<file path="src/rtl/cfig_pkg.sv">
`timescale 1ns / 1ps
// ----------------------------------------------------------------------------
// cfig_pkg
// Shared types and constants of the covariance feature image generator.
// ----------------------------------------------------------------------------
package cfig_pkg;

   localparam int PIX_W     = 8;
   localparam int POS_W     = 10;
   localparam int GRAD_W    = 9;
   localparam int SEC_W     = 10;
   localparam int CFG_W     = 11;
   localparam int CSR_IDX_W = 1;
   localparam int TDATA_W   = 72;

   localparam int Q_DEPTH   = 4;
   localparam int Q_PTR_W   = 2;
   localparam int Q_CNT_W   = 3;

   localparam logic [CSR_IDX_W-1:0] REG_FRAME_WIDTH  = 1'b0;
   localparam logic [CSR_IDX_W-1:0] REG_FRAME_HEIGHT = 1'b1;

   localparam logic [CFG_W-1:0] FRAME_WIDTH_RESET  = 11'd640;
   localparam logic [CFG_W-1:0] FRAME_HEIGHT_RESET = 11'd480;

   // which rows and columns of the window fall due for one pixel
   typedef struct packed {
      logic row_on;
      logic row_first;
      logic row_last;
      logic col_on;
      logic col_first;
      logic col_last;
   } span_type;

   // one column of the neighbourhood plus where its results land
   typedef struct packed {
      logic [PIX_W-1:0] pix_top;
      logic [PIX_W-1:0] pix_mid;
      logic [PIX_W-1:0] pix_bot;
      logic [POS_W-1:0] col_base;
      logic [POS_W-1:0] row_base;
      span_type         span;
   } entry_type;

endpackage

</file>
<file path="src/rtl/cfig_back.sv">
`timescale 1ns / 1ps
// ----------------------------------------------------------------------------
// cfig_back
// Holds the 3x3 window and emits the due feature vectors one per cycle
// through an output register, as long as rsp_tready does not stall it.
// ----------------------------------------------------------------------------
module cfig_back
   import cfig_pkg::*;
(
   input  logic               clock,
   input  logic               reset,
   input  logic               pop_valid,
   output logic               pop,
   input  entry_type          pop_entry,
   output logic               rsp_tvalid,
   input  logic               rsp_tready,
   output logic [TDATA_W-1:0] rsp_tdata,
   output logic               rsp_tlast
);

   logic [PIX_W-1:0]   win_ff [3][3];
   logic               busy_ff, busy_in;
   entry_type          cur_ff;
   logic [1:0]         wr_ff, wr_in, wc_ff, wc_in, k_ff, k_in;
   logic               rsp_valid_ff, rsp_valid_in;
   logic [TDATA_W-1:0] rsp_data_ff;
   logic               rsp_last_ff;
   logic               can_load, emit, last_pair, finish;
   logic [1:0]         cur_re, cur_cs, cur_ce, new_rs, new_cs;
   logic [PIX_W-1:0]   h0, h1, h2, v0, v1, v2, centre;
   logic [GRAD_W-1:0]  gx, gy;
   logic [SEC_W-1:0]   sx, sy;
   logic [POS_W-1:0]   pos_col, pos_row;
   logic [TDATA_W-1:0] packed_data;

   assign cur_re = cur_ff.span.row_last  ? 2'd2 : 2'd1;
   assign cur_cs = cur_ff.span.col_first ? 2'd0 : 2'd1;
   assign cur_ce = cur_ff.span.col_last  ? 2'd2 : 2'd1;
   assign new_rs = pop_entry.span.row_first ? 2'd0 : 2'd1;
   assign new_cs = pop_entry.span.col_first ? 2'd0 : 2'd1;

   assign can_load  = !rsp_valid_ff || rsp_tready;
   assign emit      = busy_ff && can_load;
   // at most four results per pixel, the rest are dropped
   assign last_pair = ((wr_ff == cur_re) && (wc_ff == cur_ce)) || (k_ff == 2'd3);
   assign finish    = emit && last_pair;
   assign pop       = pop_valid && (!busy_ff || finish);

   // row of the window through the selected pixel
   always_comb begin
      case (wr_ff)
         2'd0: begin
            h0 = win_ff[0][0]; h1 = win_ff[0][1]; h2 = win_ff[0][2];
         end
         2'd1: begin
            h0 = win_ff[1][0]; h1 = win_ff[1][1]; h2 = win_ff[1][2];
         end
         default: begin
            h0 = win_ff[2][0]; h1 = win_ff[2][1]; h2 = win_ff[2][2];
         end
      endcase
   end

   // column of the window through the selected pixel
   always_comb begin
      case (wc_ff)
         2'd0: begin
            v0 = win_ff[0][0]; v1 = win_ff[1][0]; v2 = win_ff[2][0]; centre = h0;
         end
         2'd1: begin
            v0 = win_ff[0][1]; v1 = win_ff[1][1]; v2 = win_ff[2][1]; centre = h1;
         end
         default: begin
            v0 = win_ff[0][2]; v1 = win_ff[1][2]; v2 = win_ff[2][2]; centre = h2;
         end
      endcase
   end

   assign gx = {1'b0, h2} - {1'b0, h0};
   assign gy = {1'b0, v2} - {1'b0, v0};
   assign sx = {2'b00, h0} + {2'b00, h2} - {1'b0, h1, 1'b0};
   assign sy = {2'b00, v0} + {2'b00, v2} - {1'b0, v1, 1'b0};
   assign pos_col = cur_ff.col_base + POS_W'(wc_ff);
   assign pos_row = cur_ff.row_base + POS_W'(wr_ff);

   assign packed_data = {6'd0, sy, sx, gy, gx, centre, pos_row, pos_col};

   always_comb begin
      busy_in      = busy_ff;
      wr_in        = wr_ff;
      wc_in        = wc_ff;
      k_in         = k_ff;
      rsp_valid_in = rsp_valid_ff;
      if (emit) begin
         rsp_valid_in = 1'b1;
         k_in         = k_ff + 2'd1;
         if (wc_ff == cur_ce) begin
            wc_in = cur_cs;
            wr_in = wr_ff + 2'd1;
         end else begin
            wc_in = wc_ff + 2'd1;
         end
      end else if (rsp_tready) begin
         rsp_valid_in = 1'b0;
      end
      if (pop) begin
         busy_in = pop_entry.span.row_on && pop_entry.span.col_on;
         wr_in   = new_rs;
         wc_in   = new_cs;
         k_in    = 2'd0;
      end else if (finish) begin
         busy_in = 1'b0;
      end
   end

   always_ff @(posedge clock) begin
      if (reset) begin
         busy_ff      <= 1'b0;
         rsp_valid_ff <= 1'b0;
         wr_ff        <= '0;
         wc_ff        <= '0;
         k_ff         <= '0;
      end else begin
         busy_ff      <= busy_in;
         rsp_valid_ff <= rsp_valid_in;
         wr_ff        <= wr_in;
         wc_ff        <= wc_in;
         k_ff         <= k_in;
      end
   end

   always_ff @(posedge clock) begin
      if (emit) begin
         rsp_data_ff <= packed_data;
         rsp_last_ff <= last_pair;
      end
      if (pop) begin
         cur_ff <= pop_entry;
         for (int i = 0; i < 3; i++) begin
            win_ff[i][0] <= win_ff[i][1];
            win_ff[i][1] <= win_ff[i][2];
         end
         win_ff[0][2] <= pop_entry.pix_top;
         win_ff[1][2] <= pop_entry.pix_mid;
         win_ff[2][2] <= pop_entry.pix_bot;
      end
   end

   assign rsp_tvalid = rsp_valid_ff;
   assign rsp_tdata  = rsp_data_ff;
   assign rsp_tlast  = rsp_last_ff;

endmodule

</file>
<file path="config.mk">
export PLATFORM = sky130hd
export DESIGN_NAME = cfig_back
export DESIGN_NICKNAME = d
export VERILOG_FILES = /design/src/rtl/cfig_pkg.sv /design/src/rtl/cfig_back.sv
export SDC_FILE = /design/constraint.sdc
export NUM_CORES = 1
export LEC_CHECK = 0
export ABC_AREA = 1
export BUFFER_PORTS_ARGS = -buffer_cell sky130_fd_sc_hd__buf_2
export CAP_MARGIN = 40
export CORE_UTILIZATION = 55
export DETAILED_ROUTE_END_ITERATION = 16
export PLACE_DENSITY = 0.77
export SYNTH_ARGS = -nofsm -noshare
export SYNTH_HDL_FRONTEND = slang
export SYNTH_SLANG_ARGS = --single-unit
</file>
<file path="constraint.sdc">
create_clock -name clock -period 7.05 [get_ports clock]
set_input_delay 1.0575 -clock clock [delete_from_list [all_inputs] [get_ports clock]]
set_output_delay 1.0575 -clock clock [all_outputs]
set_load 0.01 [all_outputs]
</file>
* After elaboration in Yosys (flattened, before gate mapping)
Memories as Yosys holds them, arrays and structs flattened.
Index checks and enable logic that the tools add are counted.
W data, S select, Z words.
** Storage, ports and cells
- Logic and storage cells :: 71
- Memories kept :: 1
- Memory bits (writable) :: 72
- Output and inout port bits :: 75
- Register bits :: 98
- Bits of input ports :: 54
** Memory list
- win_ff :: words 3, bits a word 24, rd ports 3, clocked after memory_dff 0, write ports 3, RTL line cfig_back.sv:21 : logic [PIX_W-1:0] win_ff [3][3];
** Cells by class
- Add/sub/neg operators :: 11
- Reductions and logical operators :: 18
- Equality and inequality tests :: 5
- Mux-type cells :: 24
** Operators with widths (count)
- $pmux W8 S2 :: 7
- $add A10 B2 Y10 :: 2
- $sub A9 B9 Y10 :: 2
- $add A8 B8 Y9 :: 2
- $sub A8 B8 Y9 :: 2
- $mux W2 :: 8
- $mux W1 :: 9
- $reduce_bool A2 Y1 :: 4
- $add A2 B1 Y2 const B :: 3
- $logic_and A1 B1 Y1 :: 5
- $eq A2 B1 Y1 const B :: 2
- $eq A2 B2 Y1 :: 2
- $logic_not A2 Y1 :: 2
- $logic_or A1 B1 Y1 :: 3
- $eq A2 B2 Y1 const B :: 1
- $logic_not A1 Y1 :: 2
- $reduce_and A2 Y1 :: 1
- $reduce_or A2 Y1 :: 1

* Depth between registers and ports, before layout
- Depth in word-level cells :: 9
- Mapped depth :: 19
- Mapped depth without buffers :: 18

* Worst setup path after synthesis
Ideal clock, no wire load.
- Kind :: input-to-output
- Start point :: input rsp_tready
- End point :: output pop
- Path slack :: 1.029 ns
- Cell stages on the path :: 8
- Buffers on the path :: 0
- Arrival time :: 4.964 ns
- Data required time :: 5.992 ns
- Path through :: inv_1 -> nand2_1 -> nand2_1 -> inv_1 -> nand2_1 -> nand2_1 -> nand2_2 -> inv_1
** Between the ends
- Longest elaborated chain between the ends :: 5
** Ends and longest elaborated chain
- start: declaration :: RTL line cfig_back.sv:16 : input logic rsp_tready,
- $logic_or A1 B1 Y1 :: RTL line cfig_back.sv:42 : assign can_load = !rsp_valid_ff || rsp_tready;
- $logic_and A1 B1 Y1 :: RTL line cfig_back.sv:43 : assign emit = busy_ff && can_load;
- via emit :: RTL line cfig_back.sv:28 : logic can_load, emit, last_pair, finish;
- $logic_and A1 B1 Y1 :: RTL line cfig_back.sv:46 : assign finish = emit && last_pair;
- $logic_or A1 B1 Y1 :: RTL line cfig_back.sv:47 : assign pop = pop_valid && (!busy_ff || finish);
- $logic_and A1 B1 Y1 :: RTL line cfig_back.sv:47
- end: declaration :: RTL line cfig_back.sv:13 : output logic pop,
The timed path passes the listed nets, and every way through them passes these cells.

* Worst setup path in the final report
- Start point :: register wr_ff[0]
- End point :: register rsp_data_ff[54] (netlist: rsp_tdata[54]) (data pin)
** Between the ends
- Longest elaborated chain between the ends :: 4
- Elaborated cells on any way between the ends :: 7
- Those cells by class :: add/sub (2); eq/ne (1); mux (3); reduce/logical (1)
** Ends and longest elaborated chain
- start: declaration :: RTL line cfig_back.sv:24 : logic [1:0] wr_ff, wr_in, wc_ff, wc_in, k_ff, k_in;
- start signal: assignment :: RTL line cfig_back.sv:126 : wr_ff <= wr_in;
- $eq A2 B1 Y1 or $logic_not A2 Y1 (tied branches) :: RTL line cfig_back.sv:51 : case (wr_ff)
- $pmux W8 S2 :: RTL line cfig_back.sv:51
- $add A8 B8 Y9 :: RTL line cfig_back.sv:81 : assign sx = {2'b00, h0} + {2'b00, h2} - {1'b0, h1, 1'b0};
- $sub A9 B9 Y10 (*) :: RTL line cfig_back.sv:81
- via sx[8] :: RTL line cfig_back.sv:32 : logic [SEC_W-1:0] sx, sy;
- end signal: assignment :: RTL line cfig_back.sv:134 : rsp_data_ff <= packed_data;
- end: declaration :: RTL line cfig_back.sv:26 : logic [TDATA_W-1:0] rsp_data_ff;
The timed path passes the listed nets; every way through them passes the cells marked *.
A chain may end at the register's enable or synchronous reset.

==> results.yml <==
status:
  status: "complete, no violations"
cts:
  cts.sinks: 168
  post_cts_resized: 0
  htreeDepth: 4
  cts_made_buffers: 17
  cts_max_path_buffers: 2
  path_clk_slew_ps: 70
  cts_tree: "yes"
  holdBufCountCts: 0
  cts-root-buf: "clkbuf_16"
  post_cts_buffers: 0
  clock_latency_ps: 440
die:
  die-height_um: 127
  std_cell_rows: 45
  core_area_sq_um: 15200
  num_io_pins: 129
  fp.dieW_um: 127
  die_area_sq_um: 16000
  start_util_pct: 56.2
detailed_routing:
  viasPerCell: 5.51
  totalWireLength_mm: 17.4
  ant_nets: 0
  drt-initial-drc-count: 636
  routedWlPerCell_um: 16.0
  vias: 5994
  drc: 0
  dr.pass1.iters: 6
synth:
  netlist_instances: 761
  yosys_warnings: 0
  synthArstFlopShare_pct: 0
  postSynthAreaPerCell_sq_um: 11.2
  ys_types: 45
  synth_edf_count: 160
  synthFlopType: "edfxtp_1"
  yosysSeqAreaShare_pct: 58.1
  synth_area_sq_um: 8540
  yosys_register_bits: 168
critical_path:
  worst_setup_path_start_kind: "register"
  worstPathRequired_ps: 7240
  path_common_cell: "nand2_1"
  timing.critical_path.arrival_ps: 4450
  path_cells: "inv_1, ha_1, nor2_2, inv_1, o221ai_1, fa_1, inv_1, ha_1, a21oi_1, nand2_1, a31oi_1, nor2_1, o21ai_0, nand2_1, nand2_1, nand2_1"
  criticalPathCategory: "reg -> reg"
  path_max_fanout: 24
  setup.worst_path.end_class: "register"
  slowest_delay_ps: 760
  slowest_stage: "nor2_2"
timing:
  hold_viol_final: 0
  tightest_slew_ps: 862
  slew_viol_final: 0
  max_freq_mhz: 235
  final.setup.tns_ps: 0
  finClkSkew_ps: 9.01
  period_share_pct: 60.4
  rsz0062_at_grt: "no"
  setup_viol_count_final: 0
  relSlewSlack_pct: 42.5
  period_minus_slack_ps: 4260
job:
  drv_cap: 0
pwr:
  peakVddDrop_mv: 0.181
  power_leakage_nw: 4.39
  power_density_nw_per_um2: 314
grt:
  grt_usage_pct: 22.9
  overflow: 0
  antenna_found_initial: 0
  grt_pass1_vias: 5716
  grt_pass1_wl_mm: 27.9
  grt_max_degree: 69
placed_design:
  dp_hpwl_mm: 12.2
  portBuffers: 122
  dp_cells: 1056
  gp_congestion: 0.932
final_layout:
  final_nets: 1001
  layout_commonest_cell: "edfxtp_1"
  final_cells: 1088
  layout-drive-gt1-share_pct: 19.8
  syn_to_final_growth_pct: 15.9
  layout_common_cells: "160 x edfxtp_1, 128 x nand2_1, 122 x inv_1, 122 x buf_2, 46 x ha_1"
  antennaDiodeCount: 0
hold_path:
  hold_class: "reg -> reg"
## cell families after synthesis
logic type               Yosys count  share of synthesized area [%]
AND/OR/NAND/NOR                  211                           10.5
flip-flops                       168                           58.1
buffers and inverters            152                           7.21
AO/OA/AOI/OAI                    130                           10.1
adder cells (fa/ha/maj)           60                           10.0
XOR/XNOR                          39                           4.00
other                              1                         0.0439
## layer usage
metal	GRT usage, %	part of all wire (%)
met3	5.61	5.8
met4	8.50	2.0
met5	0	0
met1	29.3	43
met2	38.1	49
## worst paths after layout
check / from / to / slack [ps] / cells after the start
setup reg to reg: wr_ff[0]$_SDFFE_PP0P_ / rsp_tdata[54]$_DFFE_PP_ / 2790 / 16
hold reg to reg: win_ff[0][59]$_DFFE_PP_ / win_ff[0][67]$_DFFE_PP_ / 450 / 0
hold / removal: win_ff[0][59]$_DFFE_PP_ / win_ff[0][67]$_DFFE_PP_ / 450 / 0
setup / recovery: wr_ff[0]$_SDFFE_PP0P_ / rsp_tdata[54]$_DFFE_PP_ / 2790 / 16
## cell usage after synthesis (6+ instances only)
cell type	n	share of area, %
ha_1	46	6.7
nand2_2	6	0.44
dfxtp_1	8	1.9
nor2_1	27	1.2
xor2_1	30	3.1
clkbuf_1	9	0.40
nand2_1	128	5.6
o21ai_0	21	1.2
edfxtp_1	160	56
nand3_1	31	1.8
o221ai_1	15	1.5
fa_1	14	3.3
buf_4	9	0.79
a22o_1	8	0.82
inv_1	124	5.4
nand4_1	6	0.44
o211ai_1	10	0.88
a221oi_1	8	0.82
a21oi_1	43	2.5
xnor2_1	9	0.92
## worst max-delay path: cells and delay by family, from the launching register on
family                     cells  cell delay [ps]
buffers and inverters          3              390
DFF                            1              390
and+or+nand+nor                6             1100
adders and majority gates      3             1220
AOI/OAI and AO/OA              4              870
## report_power, final
group          total, mW  internal, mW  leakage [nW]  switching, mW
Clock              0.939         0.509         0.290          0.430
Sequential          1.27          1.24          1.58         0.0352
Combinational      0.894         0.343          2.52          0.551
Total               3.11          2.09          4.39           1.02
## flip-flops by register name, summed over array words and instances, names as in the netlist
signal / flops
busy_ff: 1
cur_ff: 23
k_ff: 2
rsp_tdata: 64
rsp_tlast: 1
rsp_tvalid: 1
wc_ff: 2
win_ff: 72
wr_ff: 2
## per-stage QoR
step / hold slack [ps] / setup slack [ps] / cell area [sq um] / utilization [%] / total power, mW
after floorplan: 426 / 1030 / 8560 / - / 1.96
after global placement: 430 / 2950 / 9300 / 61.2 / 2.16
after detailed placement: 433 / 2860 / 9300 / 61.2 / 2.18
after CTS: 447 / 2850 / 9900 / 65.1 / 3.12
after global routing: 468 / 2370 / 9900 / 65.1 / 3.29
final: 451 / 2790 / 9900 / 65.1 / 3.11
## cell type report
cell class / instances / area (sq um)
repair buffers: 126 / 641
well taps: 188 / 235
flip-flops and latches: 168 / 4960
fillers: 1210 / 5300
inverters: 128 / 482
clock buffers: 17 / 425
clock inverters: 15 / 175
multi-input cells: 446 / 2980
Note: power is estimated with default switching activity, not from simulation.
