===== src/rtl/cfig_pkg.sv =====
`timescale 1ns / 1ps
// ----------------------------------------------------------------------------
// cfig_pkg
// Shared types and constants of the covariance feature image generator.
// ----------------------------------------------------------------------------
package cfig_pkg;

   localparam int PIX_W     = 8;
   localparam int POS_W     = 10;
   localparam int GRAD_W    = 9;
   localparam int SEC_W     = 10;
   localparam int CFG_W     = 11;
   localparam int CSR_IDX_W = 1;
   localparam int TDATA_W   = 72;

   localparam int Q_DEPTH   = 4;
   localparam int Q_PTR_W   = 2;
   localparam int Q_CNT_W   = 3;

   localparam logic [CSR_IDX_W-1:0] REG_FRAME_WIDTH  = 1'b0;
   localparam logic [CSR_IDX_W-1:0] REG_FRAME_HEIGHT = 1'b1;

   localparam logic [CFG_W-1:0] FRAME_WIDTH_RESET  = 11'd640;
   localparam logic [CFG_W-1:0] FRAME_HEIGHT_RESET = 11'd480;

   // which rows and columns of the window fall due for one pixel
   typedef struct packed {
      logic row_on;
      logic row_first;
      logic row_last;
      logic col_on;
      logic col_first;
      logic col_last;
   } span_type;

   // one column of the neighbourhood plus where its results land
   typedef struct packed {
      logic [PIX_W-1:0] pix_top;
      logic [PIX_W-1:0] pix_mid;
      logic [PIX_W-1:0] pix_bot;
      logic [POS_W-1:0] col_base;
      logic [POS_W-1:0] row_base;
      span_type         span;
   } entry_type;

endpackage


===== src/rtl/cfig_queue.sv =====
`timescale 1ns / 1ps
// ----------------------------------------------------------------------------
// cfig_queue
// Short register queue of window columns between front and back.
// ----------------------------------------------------------------------------
module cfig_queue
   import cfig_pkg::*;
(
   input  logic      clock,
   input  logic      reset,
   input  logic      push_valid,
   output logic      push_ready,
   input  entry_type push_entry,
   output logic      pop_valid,
   input  logic      pop,
   output entry_type pop_entry
);

   entry_type          slot_ff [Q_DEPTH];
   logic [Q_PTR_W-1:0] wr_ptr_ff, wr_ptr_in;
   logic [Q_PTR_W-1:0] rd_ptr_ff, rd_ptr_in;
   logic [Q_CNT_W-1:0] count_ff, count_in;
   logic               do_push, do_pop;

   assign push_ready = (count_ff != Q_CNT_W'(Q_DEPTH));
   assign pop_valid  = (count_ff != '0);
   assign do_push    = push_valid && push_ready;
   assign do_pop     = pop && pop_valid;
   assign pop_entry  = slot_ff[rd_ptr_ff];

   always_comb begin
      wr_ptr_in = do_push ? wr_ptr_ff + Q_PTR_W'(1) : wr_ptr_ff;
      rd_ptr_in = do_pop  ? rd_ptr_ff + Q_PTR_W'(1) : rd_ptr_ff;
      count_in  = count_ff;
      if (do_push && !do_pop) begin
         count_in = count_ff + Q_CNT_W'(1);
      end else if (do_pop && !do_push) begin
         count_in = count_ff - Q_CNT_W'(1);
      end
   end

   always_ff @(posedge clock) begin
      if (reset) begin
         wr_ptr_ff <= '0;
         rd_ptr_ff <= '0;
         count_ff  <= '0;
      end else begin
         wr_ptr_ff <= wr_ptr_in;
         rd_ptr_ff <= rd_ptr_in;
         count_ff  <= count_in;
      end
   end

   always_ff @(posedge clock) begin
      if (do_push) begin
         slot_ff[wr_ptr_ff] <= push_entry;
      end
   end

endmodule


===== config.mk =====
export PLATFORM = sky130hd
export DESIGN_NAME = cfig_queue
export DESIGN_NICKNAME = d
export VERILOG_FILES = /design/src/rtl/cfig_pkg.sv /design/src/rtl/cfig_queue.sv
export SDC_FILE = /design/constraint.sdc
export NUM_CORES = 1
export LEC_CHECK = 0
export ABC_AREA = 1
export BUFFER_PORTS_ARGS = -buffer_cell sky130_fd_sc_hd__buf_2
export CAP_MARGIN = 25
export CELL_PAD_IN_SITES_DETAIL_PLACEMENT = 1
export CELL_PAD_IN_SITES_GLOBAL_PLACEMENT = 2
export CORE_ASPECT_RATIO = 1.25
export CORE_MARGIN = 1
export CORE_UTILIZATION = 40
export CTS_CLUSTER_DIAMETER = 200
export DETAILED_ROUTE_END_ITERATION = 8
export GPL_TIMING_DRIVEN = 0
export PLACE_DENSITY_LB_ADDON = 0.25
export SETUP_SLACK_MARGIN = 0.15
export SYNTH_ARGS = -nofsm -noshare
export SYNTH_HDL_FRONTEND = slang
export SYNTH_SLANG_ARGS = --single-unit
export TNS_END_PERCENT = 5

===== constraint.sdc =====
create_clock -name clock -period 4.25 [get_ports clock]
set_input_delay 0 -clock clock [delete_from_list [all_inputs] [get_ports clock]]
set_output_delay 0 -clock clock [all_outputs]
set_load 0.01 [all_outputs]

# ---- After elaboration in Yosys (flattened, before gate mapping)
# Memories as Yosys holds them, arrays and structs flattened. A register that Yosys moved wholly into a read port is not among the register bits.
# Index checks and enable logic that the tools add are counted.
# W data, S select, Z words.
dict set report classes {
  addsub 4
  n_eq_ne 1
  mux 6
  n_reduce_logical 8
}
# operator count
set op_table {}
lappend op_table {{$mux W3} 2}
lappend op_table {{$add A2 B1 Y2 const B} 2}
lappend op_table {{$logic_and A1 B1 Y1} 4}
lappend op_table {{$mux W2} 2}
lappend op_table {{$add A3 B1 Y3 const B} 1}
lappend op_table {{$ne A3 B3 Y1 const B} 1}
lappend op_table {{$reduce_bool A3 Y1} 1}
lappend op_table {{$sub A3 B1 Y3 const B} 1}
lappend op_table {{$logic_not A1 Y1} 2}
lappend op_table {{$mux W1} 2}
lappend op_table {{$reduce_bool A2 Y1} 1}
dict set report totals {
  reg_bits 7
  mem_bits_rw 200
  inputBits 54
  output_inout_bits 52
  elab_cells 23
  mem_count 1
}
# name depth word_bits rd rd_clocked_by_memory_dff write_ports line_no
set mem_list {}
lappend mem_list {slot_ff 4 50 1 1 1 cfig_queue.sv:19} ;# entry_type slot_ff [Q_DEPTH];

# ---- Depth between registers and ports, before layout
# Gate-level depths: netlist of the first run.
dict set report logic_depth {
  word_depth 6
  mapped_depth 13
  depth_no_buf 13
}

# ---- Worst setup path after synthesis of the first run
# Ideal clock, no wire load.
dict set report synth_timing {
  path_kind {reg2reg}
  startpoint {register count_ff[0]}
  endpoint {memory slot_ff[0][0] in the netlist's numbering, enable pin}
  setup_ns 0.458
  arrival_ns 2.759
  t_required_ns 3.792
  setup_slack_ns 1.033
  path_stages_with_launch 5
  n_path_buf 0
  period_less_slack_ns 3.217
  cell_sequence {dfxtp_1 -> nor2_2 -> nand2_2 -> nand2_2 -> nor2_1}
}
dict set report synth_via {
  elab_chain_len 4
}
# element line_no
set synth_lines {}
lappend synth_lines {{from (decl)} cfig_queue.sv:22} ;# logic [Q_CNT_W-1:0] count_ff, count_in;
lappend synth_lines {{from (signal assigned)} cfig_queue.sv:50} ;# count_ff <= count_in;
lappend synth_lines {{$ne A3 B3 Y1} cfig_queue.sv:25} ;# assign push_ready = (count_ff != Q_CNT_W'(Q_DEPTH));
lappend synth_lines {{via push_ready} cfig_queue.sv:12} ;# output logic push_ready,
lappend synth_lines {{$logic_and A1 B1 Y1} cfig_queue.sv:27} ;# assign do_push = push_valid && push_ready;
lappend synth_lines {{$mux W1} cfig_queue.sv:55} ;# if (do_push) begin
lappend synth_lines {{$mux W1 (implied by the code)} cfig_queue.sv:56} ;# slot_ff[wr_ptr_ff] <= push_entry;
lappend synth_lines {{to (decl)} cfig_queue.sv:19}
# The timed path passes the listed nets, and every way through them passes these cells.

# ---- Worst setup path in the final report of the first run
dict set report layout_timing {
  startpoint {register count_ff[0]}
  endpoint {register count_ff[2]}
}
dict set report layout_via {
  elab_chain_len 5
  word_cells_on_any_way 13
  cone_classes {add/sub (2); eq/ne (1); mux (2); reduce/logical (8)}
}
# element line_no
set layout_lines {}
lappend layout_lines {{$ne A3 B3 Y1 (*)} cfig_queue.sv:25}
lappend layout_lines {{$logic_and A1 B1 Y1 (*)} cfig_queue.sv:27}
lappend layout_lines {{via do_push} cfig_queue.sv:23} ;# logic do_push, do_pop;
lappend layout_lines {{$logic_not A1 Y1} cfig_queue.sv:37} ;# end else if (do_pop && !do_push) begin
lappend layout_lines {{$logic_and A1 B1 Y1} cfig_queue.sv:37}
lappend layout_lines {{$reduce_bool A2 Y1 (no line)} --}
# The timed path passes the listed nets; every way through them passes the cells marked *. The select of a mux whose other input is x is not followed.
# A chain may end at the register's enable or synchronous reset.

==> summary by stage, run 1 <==
Drt
The average wire length per cell after detail routing is approximately 20 um. The via count normalized by instance count is 5.071. The wire length reported by the detailed router is around 20000 um. The count of nets left with antenna violations once routing finished came out at 0. The DRC violations left is 0.

The detailed router finished its first iteration with 204 violations. For this block, the via count after detailed routing is a little over 5000. The count of TritonRoute iterations in the first routing pass is 4.

Power and ir drop
Sequential cells burn 41.9% of the power. Combinational logic is responsible for 27.6% of the overall power. The internal power of the cells totals between 4 and 5 mW. In this run the power spent charging and discharging nets is 1.845 mW. Dividing total power by cell area gives a power density of 594.6 mW/mm^2. The worst vdd rail ir drop is 0.4179 mV. The switching fraction of total power is 30.01%.

The static power due to leakage is between 3 and 4 nW. The clock network accounts for 30.5% of the total power.

Synth
The synthesized area divided by synthesized cell count is 14.59 um^2. In the synthesized netlist, the number of instances is 551. The post-synth net total is 611.

The cell area that synthesis handed to floorplanning was 0.008039 mm^2. During synthesis, Yosys emitted a total of 0 warnings. The flip-flop and latch count after synthesis is 209. After synthesis, the cell types taking the most area are sky130_fd_sc_hd__edfxtp_1 (75%), sky130_fd_sc_hd__o21ai_1 (5.6%), sky130_fd_sc_hd__nor2_1 (5.3%). The netlist uses 24 different library cells. Summed over its instances, the top area cell type makes up roughly three quarters of the synthesized netlist area. Of the synthesized area, sequential elements account for 76.95%. Of all cell types, the one taking the most synthesized area is sky130_fd_sc_hd__edfxtp_1.

Clocking
Counting the buffers created by CTS gives 21. The register clock-pin slew on the reported worst setup and hold paths is ~0.060 ns. TritonCTS built the clock tree.

The clock reaches the later pin of the worst-skew pair after around 0.48 ns. In this run the number of H-tree levels came out at 1. Counting along the longest clock path gives a buffer depth of 3. The total number of clock tree sinks is 209.

The total setup buffers inserted after CTS is 0. CTS placed an instance of sky130_fd_sc_hd__clkbuf_16 at the clock tree root.

Timing
In this run the tightest slew margin relative to its limit is 71.91%. Hold is met by 0.2619 ns. Timing would allow up to 0.5060 GHz. The number of pins with negative max-slew slack in the final report was 0.

The number of failing setup endpoints in the final timing report is 0. At the pin with the least slew margin, the transition time is 0.4207 ns. Setup repair after global routing left no endpoint under its margin. After routing, the total negative slack on setup checks comes to 0 ns. The final critical path time including I/O delays and setup is 1.976 ns. The setup skew after layout is 0.008909 ns. The total count of hold-check failures in the final report is 0. The slack of the critical path is approximately 2.3 ns. The final critical path takes up 46.50% of the cycle.

Layout
The most common cell after layout, fill and taps aside is sky130_fd_sc_hd__edfxtp_1. The flip-flop and latch area is around 0.0062 mm^2. The fill cell instance count of the final layout is 1974. The finished layout holds 1020 standard cells, fillers aside. The finished cells cover about 0.010 mm^2. The final layout contains 801 nets. The multi-input gate area in the final layout is roughly 0.0015 mm^2. The area growth from synthesis to layout is 28.62%. The library cells used most frequently in the layout, excluding fill and tap cells, are sky130_fd_sc_hd__edfxtp_1 (200), sky130_fd_sc_hd__buf_2 (115), sky130_fd_sc_hd__nor2_1 (109). The total inserted antenna cells is 0. The proportion of layout cells with a drive suffix above 1 is 25.43%.

Placed design
The placed instances occupy a cell area of 0.009086 mm^2. After detailed placement, the design holds a cell count of 929. The final estimated routing congestion in global placement is 0.7402. The sum of net half-perimeters after detailed placement is 12500 um. During placement, the flow inserted port buffers numbering 105. The worst slack after detailed placement is 2.255 ns.

Floorplanning
For this configuration, the core starts out at a cell density of between 40% and 50%. The floorplan die height is 160.5 um. The floorplan step defined a die boundary enclosing a little over 0.02 mm^2. Measured along the x axis, the die boundary spans 128.8 um. The total core area is 0.01954 mm^2. The floorplan has 57 rows. The total I/O pin count is approximately 110.

Setup path
The critical path goes through nor2_2 > nand2_2 > nand2_2 > inv_2 > ha_1 > inv_2 > fa_1 > inv_1 > nand2_1 > nand3_1 > nand2_1 > nand2_1 > nor2_1. In this run the worst setup path begins at count_ff[0]$_SDFFE_PP0P_. Of all nets on the critical path, the largest fanout is 5. The required time of the worst setup path is about 4.6 ns. The data arrival time of the critical path is roughly 2.4 ns. The critical path's slowest cell is sky130_fd_sc_hd__dfxtp_1. Among cell families on the critical path, the largest total delay comes from simple AND/OR/NAND/NOR gates. Across all register-to-register paths, the minimum setup slack is 2.27 ns. The startpoint class of the critical path is a flop. The critical path is of the flop to flop type.

The endpoint identified for the worst register-to-register timing path is count_ff[2]$_SDFFE_PP0P_. The largest single stage delay on the critical path is 0.41 ns. By instance count, the cell type seen most on the critical path is sky130_fd_sc_hd__nand2_1. The depth of the worst register-to-register path is 13.

The startpoint identified for the worst register-to-register timing path is count_ff[0]$_SDFFE_PP0P_. The critical path capture point type is a flop. The number of buffer and inverter instances along the worst setup path is 3.

Hold path
The path with the worst hold slack has its endpoint at slot_ff[2][21]$_DFFE_PP_. The worst hold path passes through 2 cells. The worst hold path belongs to the class primary input to flop. The worst min-delay path startpoint is push_entry[21].

Global routing
The maximum number of pins on one net before global-route repair is 25. The number of global-route vias before repair is 5800. The total track usage is between 10% and 20%. The initial antenna violation count came to 0. The wire length of the first global-routing pass is approximately 31000 um.

The global-route congestion overflow total is 0.

Run
Across the run, the number of max-cap violations was 0.

Status
The run finished with clean final reports.
-- how the worst max path moves through the flow --
stage / endpoint / slack (ns) / cells after the start
4_1_cts: count_ff[2]$_SDFFE_PP0P_ / 2.24 / 13
6_report: count_ff[2]$_SDFFE_PP0P_ / 2.27 / 13
5_1_grt: count_ff[2]$_SDFFE_PP0P_ / 2.08 / 13
3_5_place_dp: count_ff[2]$_SDFFE_PP0P_ / 2.26 / 13
3_3_place_gp: slot_ff[3][8]$_DFFE_PP_ / -0.99 / 4
2_1_floorplan: slot_ff[0][0]$_DFFE_PP_ / 1.03 / 4
-- final cells by class --
type                       instances  share of cell area [%]
sequential                       209                   59.83
multi-input combinational        295                   14.30
timing repair buffer             167                   11.86
clock buffer                      25                   5.518
buffer                            31                   3.207
tap                              265                   3.207
clock inverter                    12                   1.379
inverter                          16                  0.7018
-- cell usage after synthesis (all sizes together) --
library cell and instances:
edfxtp 200, xor2 1, inv 16, dfxtp 9, o22ai 50, buf 30, nand2 15, nand3 4
fa 1, nand3b 1, o21ai 101, ha 5, dlymetal6s2s 1, nor2 114, a21oi 3
-- power by group through the flow --
stage / registers [mW] / logic [mW] / clock network, mW
2_1_floorplan: 2.61 / 0.982 / 0
6_report: 2.57 / 1.70 / 1.87
4_1_cts: 2.58 / 1.73 / 1.91
3_3_place_gp: 2.64 / 1.57 / 0
3_5_place_dp: 2.62 / 1.68 / 0
5_1_grt: 2.59 / 1.85 / 1.98
-- logic make-up (layout without fill, tap and decap cells) --
family / Yosys count / in the layout / synth area share, %
flip-flops: 209 / 209 / 76.95
XOR/XNOR: 1 / 1 / 0.1090
AND/OR/NAND/NOR: 134 / 134 / 6.521
AO/OA/AOI/OAI: 154 / 154 / 10.37
buffers and inverters: 47 / 251 / 5.027
adder cells (fa/ha/maj): 6 / 6 / 1.027
-- metrics by stage --
stage                     power (mW)  util, %
final                          6.148    52.91
after global routing           6.421    52.91
after CTS                      6.223    52.91
after detailed placement       4.293    46.50
after global placement         4.206    45.52
after floorplan                3.594        -
-- sequential cells by signal, summed over array words and instances (netlist names), named ones only --
name and flops:
rd_ptr_ff 2, slot_ff 200, wr_ptr_ff 2, count_ff 3
-- routing by layer --
metal / GRT usage [%] / share of wire (%) / vias up
met1: 22.76 / 39 / 2598
met4: 4.920 / 1.5 / 0
met5: 0 / 0 / -
met3: 3.031 / 4.5 / 21
li1: - / - / 2428
met2: 38.18 / 55 / 125
-- repair_timing --
item / 4_1_cts / 5_1_grt
hold endpoints to repair: 209 / 0
gates resized for setup: 0 / 0
hold buffers: 54 / 0
No activity file was read; power rests on OpenSTA's default activity.
==> inputs of run 2 (changes only) <==
--- a/config.mk
+++ b/config.mk
@@ -12,7 +12,7 @@
 export CELL_PAD_IN_SITES_GLOBAL_PLACEMENT = 2
 export CORE_ASPECT_RATIO = 1.25
 export CORE_MARGIN = 1
-export CORE_UTILIZATION = 40
+export CORE_UTILIZATION = 36
 export CTS_CLUSTER_DIAMETER = 200
 export DETAILED_ROUTE_END_ITERATION = 8
 export GPL_TIMING_DRIVEN = 0
==> constraint.sdc (replaced) <==
create_clock -name clock -period 1.7 [get_ports clock]
set_input_delay 0 -clock clock [delete_from_list [all_inputs] [get_ports clock]]
set_output_delay 0 -clock clock [all_outputs]
set_load 0.01 [all_outputs]
==> summary by stage, run 2 (synthesis results as in run 1) <==
Clocking
The clock tree root buffer cell is sky130_fd_sc_hd__clkbuf_16. The number of CTS-inserted buffers is 22 (+4.8%). The clock latency of the later-clocked register in the worst-skew pair was 0.50 ns (+0.02 ns). The CTS tree is built. The number of H-tree levels was 1 (unchanged). The register clock-pin slew on the reported worst setup and hold paths is 0.06 ns (about the same). The number of buffers on the longest clock path is 3 (unchanged). The total number of clock tree sinks is 209 (unchanged).

Hold path
The path category of the worst min-delay check is primary input to flop.

Floorplanning
The floorplan die area is 0.02294 mm^2 (+11%). The floorplan row count is 60 (+5.3%). The total I/O pin count was 106 (unchanged). The horizontal extent of the die is 135.7 um (+5.3%). The starting density of the core is 37.05% (-4.1 points). The total core area is 0.02170 mm^2 (+11%). The floorplan die height came to 169.1 um (+5.3%).

Status
The run finished with clean final reports.

Power and ir drop
The power density over the cells is 1453 mW/mm^2 (+140%). The static power due to leakage is 4.023 nW (+7.3%). The total power of the final layout came to 16.18 mW (+160%). The worst vdd rail ir drop is 0.6776 mV (+62%).

Run
The count of maximum capacitance violations is 0 (unchanged).

Timing
The total count of hold-check failures in the final report is 0 (unchanged). The worst hold slack was 0.2467 ns (-0.01523 ns). The total negative setup slack is 0 ns (unchanged). The number of pins with negative max-slew slack in the final report came to 0 (unchanged). The post-route clock period utilization is 99.93% (+53 points). The number of failing setup endpoints in the final timing report was 0 (unchanged). Setup repair after global routing could not meet its margin everywhere. The headroom to the max-slew limit is 80.43% (+8.5 points). The final critical path time including I/O delays and setup came to 1.699 ns (-0.2775 ns). The maximum clock rate is 0.5886 GHz (+16%). The slew at the pin closest to its max-slew limit is 0.2929 ns (-0.1278 ns).

The setup skew after layout is 0.01425 ns (+0.005345 ns).

Setup path
The peak fanout along the critical path came to 2 (-3). The data arrival time of the critical path was 2.09 ns (-0.27 ns). The register-to-register path setup slack was 0.001 ns (-2.27 ns). The largest stage delay on the critical path is 0.38 ns (-0.03 ns). The required time of the worst setup path came to 2.09 ns (-2.54 ns). The setup path with the least slack is of type flop to flop. The critical path's slowest cell is sky130_fd_sc_hd__fa_2. The critical path goes through nor2_4 > nand2_2 > nand2_4 > ha_4 > inv_4 > fa_2 > inv_2 > nand2_2 > nand3_2 > nand2_1 > nand2_1 > nor2_1. The worst setup path is launched from a flop.

The critical path capture point type is a flop.

Layout
In the layout the commonest cells are sky130_fd_sc_hd__edfxtp_1 (200), sky130_fd_sc_hd__buf_2 (104), sky130_fd_sc_hd__nor2_1 (91). The non-filler instance count after layout is 1058 (+3.7%). The flip-flop and latch area is 0.006208 mm^2 (+0.36%). From synthesis to final layout, the design area changed by 38.47%.

The multi-input gate area in the final layout is 0.001859 mm^2 (+26%). The proportion of layout cells with a drive suffix above 1 is 36.97% (+12 points). The net total in the final layout is 825 (+3.0%). The fill cell instance count of the final layout is 2149 (+8.9%). The final cell utilization of the core is 51.31% (-1.6 points). The register with the most flip-flops in the final layout is slot_ff. The largest registers in the layout are slot_ff x200, count_ff x3. The total inserted antenna cells is 0 (unchanged). Leaving out fill and tap cells, the most frequent cell in the layout is sky130_fd_sc_hd__edfxtp_1. The number of flip-flops under the largest register name is 200 (unchanged).

Drt
The via count normalized by instance count was 5.020 (-1.0%). The number of vias after detailed routing came to 5311 (+2.7%). The count of TritonRoute iterations in the first routing pass is 4 (unchanged). The average wire length per cell after detail routing is 20.04 um (+2.6%).

The DRC violations left is 0 (unchanged). The remaining number of nets flagged by the antenna check after routing is 0 (unchanged). The wire length reported by the detailed router was 21200 um (+6.4%). The iteration-0 DRC count of the detailed router came to 253 (+24%).

Global routing
The total track usage is 18.88% (-1.0 points). The number of global-route vias before repair is 5922 (+2.1%). The wire length of the first global-routing pass was 32340 um (+4.3%). The initial antenna violation count is 0 (unchanged). The maximum number of pins on one net before global-route repair is 26 (+4.0%). The global-route congestion overflow total was 0 (unchanged).

Placed design
The sum of net half-perimeters after detailed placement is 12720 um (+1.8%). The final estimated routing congestion in global placement was 0.7113 (-3.9%). The quantity of I/O buffers inserted on ports is 105 (unchanged). The total placed cells including tap cells is 943 (+1.5%).
-- run 2: what timing repair did --
action,CTS,global route
hold buffers,53,0
gates resized for setup,114,30
setup buffers,13,5
setup endpoints to repair,180,140
hold endpoints to repair,209,0
pin swaps,52,10
cloned,5,1
-- run 2: power by group --
group / switching, mW / internal (mW)
sequential: 0.212 / 6.28
clock: 1.82 / 2.45
combinational: 3.01 / 2.40
-- run 2: path summary, 6_finish.rpt --
path | depth (start not counted) | start | to
worst min-delay path | 2 | push_entry[3] | slot_ff[0][3]$_DFFE_PP_
worst max register to register | 12 | count_ff[1]$_SDFFE_PP0P_ | count_ff[2]$_SDFFE_PP0P_
worst max-delay path | 12 | count_ff[1]$_SDFFE_PP0P_ | count_ff[2]$_SDFFE_PP0P_
worst min register to register | 2 | rd_ptr_ff[0]$_SDFFE_PP0P_ | rd_ptr_ff[0]$_SDFFE_PP0P_
-- run 2: worst max-delay path, delay by kind of cell, from the launching register on --
family / cells / cell delay (ns)
adder cells (fa/ha/maj): 2 / 0.53
buffers and inverters: 2 / 0.11
AND/OR/NAND/NOR: 8 / 0.58
flip-flops: 1 / 0.35
-- run 2: layout make-up --
| class | instances | area share (%) |
|---|---|---|
| flip-flops and latches | 209 | 55.77 |
| multi-input cells | 295 | 16.70 |
| repair buffers | 189 | 13.87 |
| clock buffers | 28 | 5.339 |
| plain buffers | 31 | 3.923 |
| well taps | 279 | 3.136 |
| inverters | 16 | 0.7755 |
| clock inverters | 10 | 0.3822 |
| repair inverters | 1 | 0.1012 |
-- run 2: metrics by stage --
step           instance area [um^2]  worst slack (ns)
3_5_place_dp                   9148           -0.1833
4_1_cts                       10960          -0.01030
2_1_floorplan                  8098          -0.08255
6_report                      11130          0.001134
5_1_grt                       11130          -0.07784
3_3_place_gp                   8972           -0.7873
-- run 2: routing by layer --
metal | wire [um] | vias up | track usage, %
li1 | - | 2484 | -
met1 | 8606 | 2678 | 22.20
met2 | 11320 | 122 | 35.14
met3 | 922 | 27 | 3.025
met4 | 357 | 0 | 4.934
met5 | 0 | - | 0
==> inputs of run 3 (changes only) <==
--- a/config.mk
+++ b/config.mk
@@ -16,7 +16,8 @@
 export CTS_CLUSTER_DIAMETER = 200
 export DETAILED_ROUTE_END_ITERATION = 8
 export GPL_TIMING_DRIVEN = 0
-export PLACE_DENSITY_LB_ADDON = 0.25
+export HOLD_SLACK_MARGIN = 0.02
+export PLACE_DENSITY = 0.73
 export SETUP_SLACK_MARGIN = 0.15
 export SYNTH_ARGS = -nofsm -noshare
 export SYNTH_HDL_FRONTEND = slang
==> summary by stage, run 3 (synthesis results as in run 1) <==
Power and ir drop
The worst vdd rail ir drop is 0.8585 mV (+27%). The clock power share was 29.3% (+2.9 points). The switching power of the nets came to 5.270 mW (+4.4%). The static power due to leakage came to 4.052 nW (+0.73%). The total power of the final layout is 16.99 mW (+5.0%).

The share of power burned in combinational logic is 32.3% (-1.2 points). The switching fraction of total power came to 31.02% (-0.19 points). The sequential share of power was 38.3% (-1.8 points). The power density over the cells is 1500 mW/mm^2 (+3.2%). The cell-internal power is 11.72 mW (+5.3%).

Clocking
The CTS tree is built. The number of CTS-inserted buffers is 22 (unchanged). The clock tree root buffer cell is sky130_fd_sc_hd__clkbuf_16. The clock latency of the later-clocked register in the worst-skew pair came to 0.50 ns (about the same).

The register clock-pin slew on the reported worst setup and hold paths is 0.06 ns (about the same). The number of H-tree levels was 1 (unchanged). The number of buffers on the longest clock path is 3 (unchanged). The total number of clock tree sinks came to 209 (unchanged).

Setup path
The critical path in this run is classified as flop to flop. The startpoint class of the critical path is a flop. The peak fanout along the critical path was 2 (unchanged). The required time of the worst setup path came to 2.09 ns (about the same). The critical path capture point type is a flop. The data arrival time of the critical path is 2.08 ns (about the same).

Timing
The maximum clock rate was 0.5900 GHz (+0.23%). The post-route clock period utilization is 99.70% (-0.23 points). The setup skew after layout is 0.01605 ns (+0.001798 ns). The total count of hold-check failures in the final report came to 0 (unchanged). The final critical path time including I/O delays and setup was 1.695 ns (-0.003903 ns).

The worst hold slack came to 0.2472 ns (+0.0005130 ns). The number of pins with negative max-slew slack in the final report is 0 (unchanged). The number of failing setup endpoints in the final timing report is 0 (unchanged). The headroom to the max-slew limit is 68.93% (-12 points).

The slew at the pin closest to its max-slew limit was 0.4650 ns (+0.1722 ns). Setup repair after global routing could not meet its margin everywhere.

Layout
In the layout the commonest cells are sky130_fd_sc_hd__edfxtp_1 (200), sky130_fd_sc_hd__buf_2 (104), sky130_fd_sc_hd__nor2_1 (87). The net total in the final layout came to 812 (-1.6%). The largest registers in the layout are slot_ff x200, count_ff x3. The most common cell after layout, fill and taps aside is sky130_fd_sc_hd__edfxtp_1.

The total inserted antenna cells is 0 (unchanged). The final cell utilization of the core is 52.22% (+0.91 points). The fill cell instance count of the final layout is 2118 (-1.4%). The number of flip-flops under the largest register name is 200 (unchanged). The area of all placed cells without fillers was 0.01133 mm^2 (+1.8%).

The non-filler instance count after layout was 1047 (-1.0%). From synthesis to final layout, the design area changed by 40.93%. The proportion of layout cells with a drive suffix above 1 was 43.62% (+6.6 points). The register with the most flip-flops is slot_ff.

Global routing
The initial antenna violation count was 0 (unchanged). The global-route congestion overflow total is 0 (unchanged). The total track usage is 18.18% (-0.70 points). The number of global-route vias before repair was 5762 (-2.7%).

The wire length of the first global-routing pass was 31400 um (-2.9%). The maximum number of pins on one net before global-route repair is 26 (unchanged).

Status
The flow ran to the end, and the final reports show no timing, DRC or antenna violations.

Drt
The remaining number of nets flagged by the antenna check after routing is 0 (unchanged). The wire length reported by the detailed router is 20680 um (-2.5%). The DRC violations left is 0 (unchanged). The via count normalized by instance count is 5.048 (+0.56%). The number of vias after detailed routing came to 5285 (-0.49%).

The average wire length per cell after detail routing is 19.75 um (-1.4%). The iteration-0 DRC count of the detailed router came to 270 (+6.7%). The count of TritonRoute iterations in the first routing pass came to 4 (unchanged).

Placed design
The total placed cells including tap cells is 943 (unchanged). The cell area after placement is 0.009133 mm^2 (-0.16%). The sum of net half-perimeters after detailed placement came to 12570 um (-1.2%). The final estimated routing congestion in global placement is 0.6934 (-2.5%). The quantity of I/O buffers inserted on ports is 105 (unchanged).

Floorplanning
The total core area came to 0.02170 mm^2 (unchanged). The floorplan row count is 60 (unchanged). The floorplan die height is 169.1 um (unchanged). The floorplan die area is 0.02294 mm^2 (unchanged). The horizontal extent of the die is 135.7 um (unchanged). The starting density of the core came to 37.05% (unchanged). The total I/O pin count is 106 (unchanged).

Hold path
The worst hold path belongs to the class primary input to flop.

Run
The count of maximum capacitance violations is 0 (unchanged).
-- run 3: changes by cell type in the layout (fill, tap and decap cells not counted), moves of 5 or more --
cell | before | now
sky130_fd_sc_hd__o21ai_1 | 66 | 20
sky130_fd_sc_hd__buf_4 | 25 | 12
sky130_fd_sc_hd__buf_16 | 8 | 0
sky130_fd_sc_hd__o21ai_2 | 25 | 66
sky130_fd_sc_hd__nor2_2 | 12 | 17
sky130_fd_sc_hd__buf_12 | 18 | 24
-- run 3: power by group through the flow --
stage / combinational, mW / sequential (mW) / clock (mW)
floorplan: 2.51 / 6.51 / 0
global placement: 3.98 / 6.55 / 0
detailed placement: 4.24 / 6.56 / 0
CTS: 5.19 / 6.49 / 5.09
global route: 5.91 / 6.56 / 5.28
finish: 5.50 / 6.51 / 4.99
-- run 3: layout make-up --
class                   count  area [um^2]  area share (%)
plain buffers              31        447.9           3.954
clock buffers              24        579.3           5.113
clock inverters            16        183.9           1.623
inverters                  16        83.83          0.7399
multi-input cells         295         2093           18.48
flip-flops and latches    209         6206           54.78
well taps                 279        349.1           3.081
repair buffers            176         1366           12.06
repair inverters            1        20.02          0.1767
-- run 3: final timing paths --
path                            slack, ns                 startpoint                         to  depth (start not counted)
worst max-delay path                0.005   count_ff[0]$_SDFFE_PP0P_   count_ff[2]$_SDFFE_PP0P_                         12
worst min-delay path                 0.25             push_entry[49]   slot_ff[2][49]$_DFFE_PP_                          2
worst max register to register      0.005   count_ff[0]$_SDFFE_PP0P_   count_ff[2]$_SDFFE_PP0P_                         12
worst min register to register       0.52  rd_ptr_ff[0]$_SDFFE_PP0P_  rd_ptr_ff[0]$_SDFFE_PP0P_                          2
-- run 3: critical path: stages (launching register included) --
cell	delay [ns]
sky130_fd_sc_hd__dfxtp_4	0.35
sky130_fd_sc_hd__nor2_4	0.16
sky130_fd_sc_hd__nand2_4	0.08
sky130_fd_sc_hd__nand2_4	0.08
sky130_fd_sc_hd__ha_4	0.14
sky130_fd_sc_hd__inv_2	0.04
sky130_fd_sc_hd__fa_2	0.38
sky130_fd_sc_hd__inv_2	0.09
sky130_fd_sc_hd__nand2_4	0.05
sky130_fd_sc_hd__nand3_4	0.07
sky130_fd_sc_hd__nand2_2	0.07
sky130_fd_sc_hd__nand2_2	0.06
sky130_fd_sc_hd__nor2_2	0.04
-- run 3: layer usage --
layer | GRT usage, % | vias up | part of all wire (%)
met3 | 3.145 | 24 | 4.9
met2 | 34.56 | 124 | 55
met1 | 20.66 | 2675 | 39
met5 | 0 | - | 0
met4 | 4.494 | 0 | 1.4
li1 | - | 2462 | -
-- run 3: through the flow --
step                      worst slack (ns)  setup TNS, ns
after floorplan                   -0.08255         -13.20
after global routing              -0.08407        -0.7289
after detailed placement           -0.2009        -0.3177
after CTS                         0.008108              0
after global placement             -0.7443        -143.68
final                             0.005037              0
-- run 3: timing repair --
action | 4_1_cts | 5_1_grt
pin swaps | 87 | 28
resized for setup | 160 | 40
endpoints found under the hold margin | 209 | 0
hold buffers | 53 | 0
cloned | 1 | 3
endpoints found under the setup margin | 178 | 178
buffers inserted | 4 | 3
